## src/hdl/spectral_bin_hold_damp_core_macros.svh

```systemverilog
// assertion macros for the spectral bin hold and damp core
// used by files that assert; expects clk and rst_n in scope
`ifndef SPECTRAL_BIN_HOLD_DAMP_CORE_MACROS_SVH
`define SPECTRAL_BIN_HOLD_DAMP_CORE_MACROS_SVH

// same-cycle implication, off during reset
`define SBHD_ASSERT_NOW(label, ante, cons, msg) \
    label: assert property (@(posedge clk) disable iff (!rst_n) (ante) |-> (cons)) \
        else $error(msg);

// next-cycle implication, off during reset
`define SBHD_ASSERT_NEXT(label, ante, cons, msg) \
    label: assert property (@(posedge clk) disable iff (!rst_n) (ante) |=> (cons)) \
        else $error(msg);

`endif

```

## src/hdl/sbhd_pkg.sv

```systemverilog
// shared types and constants for the spectral bin hold and damp core
// no dependencies
package sbhd_pkg;

    localparam int FFT_SIZE_DEFAULT = 1024;
    localparam int CFG_ADDR_W       = 4;
    localparam int CFG_DATA_W       = 32;
    localparam int AMP_W            = 32;
    localparam int FREQ_W           = 32;
    localparam int COUNT_W          = 20;
    localparam int DAMP_W           = 16;
    localparam int DAMP_FRAC        = 15;

    localparam logic [AMP_W-1:0]   THRESHOLD_RESET = 32'd168;
    localparam logic [DAMP_W-1:0]  DAMPING_RESET   = 16'd32440;
    localparam logic [COUNT_W-1:0] HOLD_RESET      = 20'd13781;

    typedef enum logic [1:0] {
        REG_RELOAD_THRESHOLD = 2'd0,
        REG_DAMPING          = 2'd1,
        REG_HOLD_FRAMES      = 2'd2
    } reg_idx_t;

    typedef struct packed {
        logic [AMP_W-1:0]   reload_threshold;
        logic [DAMP_W-1:0]  damping;
        logic [COUNT_W-1:0] hold_frames;
    } cfg_t;

    typedef struct packed {
        logic [AMP_W-1:0]         amplitude;
        logic signed [FREQ_W-1:0] frequency;
        logic                     last_bin;
    } bin_t;

    typedef struct packed {
        logic [AMP_W-1:0]         held_amplitude;
        logic signed [FREQ_W-1:0] held_frequency;
        logic                     frame_end;
    } result_t;

    typedef struct packed {
        logic [AMP_W-1:0]   amp;
        logic [FREQ_W-1:0]  freq;
        logic [COUNT_W-1:0] count;
    } entry_t;

endpackage

```

## src/hdl/sbhd_cfg_regs.sv

```systemverilog
// apb configuration registers: reload threshold, damping, hold frames
// depends on sbhd_pkg
module sbhd_cfg_regs
    import sbhd_pkg::*;
(
    input  logic                  clk,
    input  logic                  rst_n,
    input  logic                  psel,
    input  logic                  penable,
    input  logic                  pwrite,
    input  logic [CFG_ADDR_W-1:0] paddr,
    input  logic [CFG_DATA_W-1:0] pwdata,
    output logic [CFG_DATA_W-1:0] prdata,
    output logic                  pready,
    output cfg_t                  cfg
);

    cfg_t     cfg_reg;
    reg_idx_t reg_idx;
    logic     wr_en;

    assign pready  = 1'b1;
    assign reg_idx = reg_idx_t'(paddr[3:2]);
    assign wr_en   = psel & penable & pwrite;
    assign cfg     = cfg_reg;

    always_ff @(posedge clk or negedge rst_n)
    begin
        if (!rst_n)
        begin
            cfg_reg.reload_threshold <= THRESHOLD_RESET;
            cfg_reg.damping          <= DAMPING_RESET;
            cfg_reg.hold_frames      <= HOLD_RESET;
        end
        else if (wr_en)
        begin
            case (reg_idx)
                REG_RELOAD_THRESHOLD: cfg_reg.reload_threshold <= pwdata;
                REG_DAMPING:          cfg_reg.damping          <= pwdata[DAMP_W-1:0];
                REG_HOLD_FRAMES:      cfg_reg.hold_frames      <= pwdata[COUNT_W-1:0];
                default:              ;
            endcase
        end
    end

    always_comb
    begin
        case (reg_idx)
            REG_RELOAD_THRESHOLD: prdata = cfg_reg.reload_threshold;
            REG_DAMPING:          prdata = CFG_DATA_W'(cfg_reg.damping);
            REG_HOLD_FRAMES:      prdata = CFG_DATA_W'(cfg_reg.hold_frames);
            default:              prdata = '0;
        endcase
    end

endmodule

```

## config.mk

```make
export PLATFORM = sky130hd
export DESIGN_NAME = sbhd_cfg_regs
export DESIGN_NICKNAME = d
export VERILOG_FILES = /design/src/hdl/spectral_bin_hold_damp_core_macros.svh /design/src/hdl/sbhd_pkg.sv /design/src/hdl/sbhd_cfg_regs.sv
export SDC_FILE = /design/constraint.sdc
export NUM_CORES = 1
export LEC_CHECK = 0
export BUFFER_PORTS_ARGS = -buffer_cell sky130_fd_sc_hd__buf_2
export CAP_MARGIN = 0
export CORE_UTILIZATION = 30
export DETAILED_ROUTE_END_ITERATION = 10
export PLACE_DENSITY = 0.66
export SETUP_SLACK_MARGIN = 0.02
export SLEW_MARGIN = 10
export SYNTH_ARGS = -nofsm -noshare
export SYNTH_HDL_FRONTEND = slang
export SYNTH_SLANG_ARGS = --single-unit
```

## constraint.sdc

```tcl
create_clock -name clk -period 1.78 [get_ports clk]
set_input_delay 0.356 -clock clk [delete_from_list [all_inputs] [get_ports clk]]
set_output_delay 0.356 -clock clk [all_outputs]
set_load 0.01 [all_outputs]
```

==> impl_metrics.json, run 1 <==
{
  "status": "finished, final reports clean",
  "clkSinkCount": 68,
  "finalHoldViolations": 0,
  "num_io_pins": 142,
  "largest_reg_flops": 68,
  "yosys-top-cells-area": "dfrtp_1 37%, mux2_2 23%, dfstp_2 19%, mux2i_1 6.5%, and2_1 2.4%",
  "clock.fmax_mhz": 623,
  "wl_per_cell_um": 14.8,
  "synthFlopType": "dfrtp_1",
  "die_h_um": 103,
  "fp-row-count": 36,
  "setup_viol": 0,
  "cts_tree": "done",
  "ys_seq_area_share_pct": 56.0,
  "area_growth_pct": 36.2,
  "dr.pass1.iters": 2,
  "ir_drop_uv": 449,
  "synth_edf_count": 0,
  "vias": 2328,
  "core_area_sq_um": 9860,
  "dp.cells": 499,
  "n_antenna_cell": 0,
  "grt_max_degree": 69,
  "ant_nets": 0,
  "required_ns": 1.42,
  "grt_pass1_wl_mm": 11.6,
  "yosysMostFrequentCell": "mux2_2",
  "grt-ovfl-total": 0,
  "synth_nets": 268,
  "finalCriticalPeriod_ns": 1.60,
  "cts_max_level": 3,
  "layout.nets": 418,
  "fin_tns_setup_ns": 0,
  "ys_warn_count": 0,
  "p_leak_nw": 2.09,
  "async_flop_share_pct": 100,
  "critPathCapture": "prdata[7]",
  "synth_area_sq_um": 3090,
  "cp_max_fo": 10,
  "period_share_pct": 90.1,
  "root_buffer": "clkbuf_8",
  "postCtsHoldBufs": 0,
  "cts_buffers": 9,
  "synthTopCellsByCount": "64 x mux2_2, 46 x dfrtp_1, 22 x dfstp_2",
  "io_buffers": 138,
  "drive_above_1_share_pct": 67.8,
  "slew_viol_final": 0,
  "r2r-start": "cfg[1]$_DFFE_PN0P_",
  "avgSynthCellArea_sq_um": 13.6,
  "synth_top_area_cell": "dfrtp_1",
  "drc": 0,
  "gp_congestion": 0.705,
  "crit_arrival_ns": 1.25,
  "grt_pass1_vias": 2225,
  "powerDensity_nw_per_um2": 1120,
  "finClkSkew_ns": 0,
  "post_cts_buffers": 0,
  "r2r_end": "cfg[1]$_DFFE_PN0P_",
  "r2r_cells": 1,
  "ff2ff_setup_slack_ns": 0.99,
  "ys_types": 20,
  "dpl_cell_area_sq_um": 4030,
  "synth_top_cell_area_share_pct": 37.3,
  "max_cap_viol_count": 0,
  "rsz0062_at_grt": "false",
  "dr.first_iter.drc_count": 41,
  "setup.worst_path.start": "paddr[3]",
  "start_kind": "input pin",
  "path_class": "in2out",
  "netlist_instances": 227,
  "ys_ff_latch": 68,
  "routed_wl_mm": 7.63,
  "clk_path_buf_depth": 2,
  "fin_util_pct": 42.7,
  "hpwlAfterDp_mm": 5.49,
  "vias_per_cell": 4.52,
  "stdcell_count": 515,
  "clk_latency_ns": 0.33,
  "track_usage_pct": 14.7,
  "antenna_found_initial": 0,
  "die_w_um": 103,
  "hold_path.class": "in2async",
  "postLayoutCellArea_sq_um": 4210,
  "clkSlewWorstSetupHoldPaths_ns": 0.07,
  "die-area_sq_um": 10700,
  "cp-end-kind": "primary output",
  "start_util_pct": 31.3
}
==> report_power, final <==
group | internal [mW] | switching, mW | leakage, nW
Clock | 0.580 | 0.535 | 0.0905
Sequential | 1.99 | 0.264 | 0.795
Combinational | 0.708 | 0.652 | 1.20
Total | 3.28 | 1.45 | 2.09
==> stage by stage <==
step	hold slack [ns]	worst slack [ns]	total power [mW]
2_1_floorplan	0.0604	0.161	2.98
3_3_place_gp	0.403	0.0919	3.62
3_5_place_dp	0.409	0.0700	3.67
4_1_cts	0.0442	0.0556	4.82
5_1_grt	0.0380	0.0470	5.07
6_report	0.0165	0.176	4.73
==> worst max-delay path: stages <==
cell,delay [ns]
clkbuf_4,0.22
nor2b_2,0.19
buf_4,0.19
nand2_1,0.06
o21ai_0,0.07
buf_2,0.15
==> worst min path at each step <==
stage	start	to	slack, ns	cells after the start
2_1_floorplan	rst_n	cfg[11]$_DFFE_PN0P_	0.06	0
3_3_place_gp	rst_n	cfg[17]$_DFFE_PN0P_	0.40	2
3_5_place_dp	rst_n	cfg[53]$_DFFE_PN0P_	0.41	2
4_1_cts	rst_n	cfg[53]$_DFFE_PN0P_	0.04	2
5_1_grt	rst_n	cfg[17]$_DFFE_PN0P_	0.04	2
6_report	rst_n	cfg[53]$_DFFE_PN0P_	0.02	2
==> cell usage in the layout, fill, tap and decap left out, types with 5 or more instances in the layout <==
| cell type | netlist | routed |
|---|---|---|
| and2_1 | 12 | 12 |
| clkbuf_8 | 0 | 11 |
| dfstp_2 | 22 | 22 |
| mux2i_1 | 20 | 20 |
| mux2_2 | 64 | 64 |
| buf_2 | 6 | 137 |
| dfrtp_1 | 46 | 46 |
| buf_4 | 6 | 13 |
| nor2_1 | 5 | 5 |
| o21ai_0 | 15 | 15 |
| nand2_1 | 16 | 16 |
==> repair_timing <==
item / in CTS / in global routing
endpoints found under the hold margin: 0 / 0
resized for setup: 0 / 1
setup endpoints to repair: 0 / 10
==> final cells by class <==
type / instances / area, sq um
clock inverters: 2 / 10.0
flip-flops and latches: 68 / 1730
well taps: 133 / 166
repair buffers: 155 / 871
clock buffers: 14 / 163
fillers: 952 / 5660
multi-input cells: 143 / 1270
==> routing by layer <==
metal | wire length [um] | share of wire [%] | up-vias | global-route usage [%]
li1 | - | - | 1083 | -
met4 | 102 | 1.3 | 0 | 5.96
met5 | 0 | 0 | - | 0
met1 | 3440 | 45 | 1156 | 17.9
met3 | 384 | 5.0 | 10 | 3.49
met2 | 3700 | 49 | 79 | 25.1
==> cell families (layout without fill, tap and decap cells) <==
logic type             Yosys count  after routing  share of synthesized area (%)
muxes                           88             88                           31.3
DFF                             68             68                           56.0
and+or+nand+nor                 38             38                           6.89
AOI/OAI and AO/OA               16             16                           2.59
buffers and inverters           16            171                           3.16
other                            1              1                          0.121
(Power assumes the default switching activity.)
==> inputs of run 2 (changes only) <==
- CORE_UTILIZATION: 30 -> 40
- PLACE_DENSITY: 0.66 -> 0.81
==> impl_metrics.json, run 2 (synthesis results as in run 1) <==
{
  "dr.first_iter.drc_count": 84,
  "slew_viol_final": 0,
  "grt_pass1_vias": 2382,
  "clk_latency_ns": 0.32,
  "grt_max_degree": 69,
  "routed_wl_mm": 7.33,
  "p_leak_nw": 2.09,
  "path_common_cell": "buf_2",
  "period_share_pct": 92.2,
  "cp_num_cells": 6,
  "post_cts_buffers": 0,
  "fin_tns_setup_ns": 0,
  "hold_path.class": "in2async",
  "start_util_pct": 41.9,
  "path_delay_family": "buffers and inverters",
  "grt-ovfl-total": 0,
  "vias": 2302,
  "required_ns": 1.42,
  "layout_commonest_cell": "buf_2",
  "die-area_sq_um": 8080,
  "crit_buf_inv": 3,
  "crit_path_max_incr_delay_ns": 0.22,
  "grt_pass1_wl_mm": 12.0,
  "cts_tree": "done",
  "layout.nets": 418,
  "crit_path_top_delay_cell": "buf_4",
  "postCtsResizedCells": 0,
  "powerDensity_nw_per_um2": 1170,
  "path_class": "in2out",
  "root_buffer": "clkbuf_8",
  "wl_per_cell_um": 15.2,
  "r2r_cells": 1,
  "die_h_um": 89.9,
  "cp_max_fo": 10,
  "dr.pass1.iters": 4,
  "ff2ff_setup_slack_ns": 0.96,
  "ir_drop_uv": 688,
  "antenna_found_initial": 1,
  "clock.fmax_mhz": 609,
  "clkSlewWorstSetupHoldPaths_ns": 0.07,
  "fp-row-count": 31,
  "final_cell_mix": "138 x buf_2, 64 x mux2_2, 46 x dfrtp_1",
  "crit_arrival_ns": 1.29,
  "worstPathCellList": "buf_2 > nor2b_1 > buf_4 > nand2_1 > o21ai_0 > buf_2",
  "num_io_pins": 142,
  "largest_reg_flops": 68,
  "clkSinkCount": 68,
  "setup.worst_path.start": "paddr[3]",
  "fin_util_pct": 56.7,
  "fill_cells": 642,
  "status": "finished, final reports clean",
  "drive_above_1_share_pct": 68.1,
  "postCtsHoldBufs": 0,
  "ant_nets": 0,
  "finClkSkew_ns": 0,
  "track_usage_pct": 18.8,
  "max_cap_viol_count": 0,
  "finalCriticalPeriod_ns": 1.64,
  "die_w_um": 89.9,
  "cts_max_level": 3,
  "rsz0062_at_grt": "false",
  "cp-end-kind": "primary output",
  "clk_path_buf_depth": 2,
  "setup_viol": 0,
  "start_kind": "input pin",
  "core_area_sq_um": 7370,
  "cts_buffers": 9,
  "hpwlAfterDp_mm": 5.44,
  "finalHoldViolations": 0,
  "r2r_end": "cfg[1]$_DFFE_PN0P_",
  "io_buffers": 138,
  "gp_congestion": 0.743,
  "critPathCapture": "prdata[11]",
  "r2r-start": "cfg[1]$_DFFE_PN0P_",
  "vias_per_cell": 4.78,
  "area_growth_pct": 35.4,
  "drc": 0
}
run 2: changes by cell type in the layout (fill, tap and decap cells not counted):
cell / change
clkinvlp_4: +1
bufinv_16: +1
buf_2: +1
buf_12: -1
diode_2: +1
buf_4: +1
nor2b_1: +1
nor2b_2: -1
clkbuf_4: -1
clkbuf_1: -2
run 2: per-stage QoR:
step / total power, mW / cell area [sq um] / setup WS, ns / instances / hold slack, ns
3_5_place_dp: 3.66 / 3980 / 0.129 / 465 / 0.387
4_1_cts: 4.95 / 4180 / 0.114 / 481 / 0.0393
6_report: 4.89 / 4180 / 0.139 / 482 / 0.0302
5_1_grt: 5.17 / 4180 / 0.0383 / 482 / 0.0504
2_1_floorplan: 2.98 / 3090 / 0.161 / 227 / 0.0604
3_3_place_gp: 3.59 / 3980 / 0.140 / 465 / 0.395
run 2: how the worst min path moves through the flow:
| stage | start | endpoint | slack (ns) | cells after the start |
|---|---|---|---|---|
| after global placement | rst_n | cfg[56]$_DFFE_PN0P_ | 0.40 | 2 |
| final | rst_n | cfg[19]$_DFFE_PN0P_ | 0.03 | 2 |
| after floorplan | rst_n | cfg[11]$_DFFE_PN0P_ | 0.06 | 0 |
| after global routing | rst_n | cfg[60]$_DFFE_PN0P_ | 0.05 | 2 |
| after detailed placement | rst_n | cfg[54]$_DFFE_PN0P_ | 0.39 | 2 |
| after CTS | rst_n | cfg[64]$_DFFE_PN0P_ | 0.04 | 2 |
run 2: layer usage:
metal,global-route usage (%),wire length (um),vias up
li1,-,-,1083
met1,22.9,3120,1133
met4,8.06,142,0
met2,32.2,3710,74
met3,4.15,362,12
met5,0,0,-
run 2: cell type report:
cell class | instances | area [sq um] | area share (%)
timing repair buffer | 155 | 856 | 20.5
clock inverter | 4 | 47.5 | 1.14
tap | 99 | 124 | 2.96
antenna | 1 | 2.50 | 0.0598
clock buffer | 12 | 155 | 3.71
multi-input combinational | 143 | 1270 | 30.3
sequential | 68 | 1730 | 41.4
run 2: where the power goes:
part           switching, mW  leakage (nW)  internal, mW
clock network          0.552         0.102         0.719
registers              0.270         0.795          1.99
logic                  0.654          1.20         0.703
total                   1.48          2.09          3.42
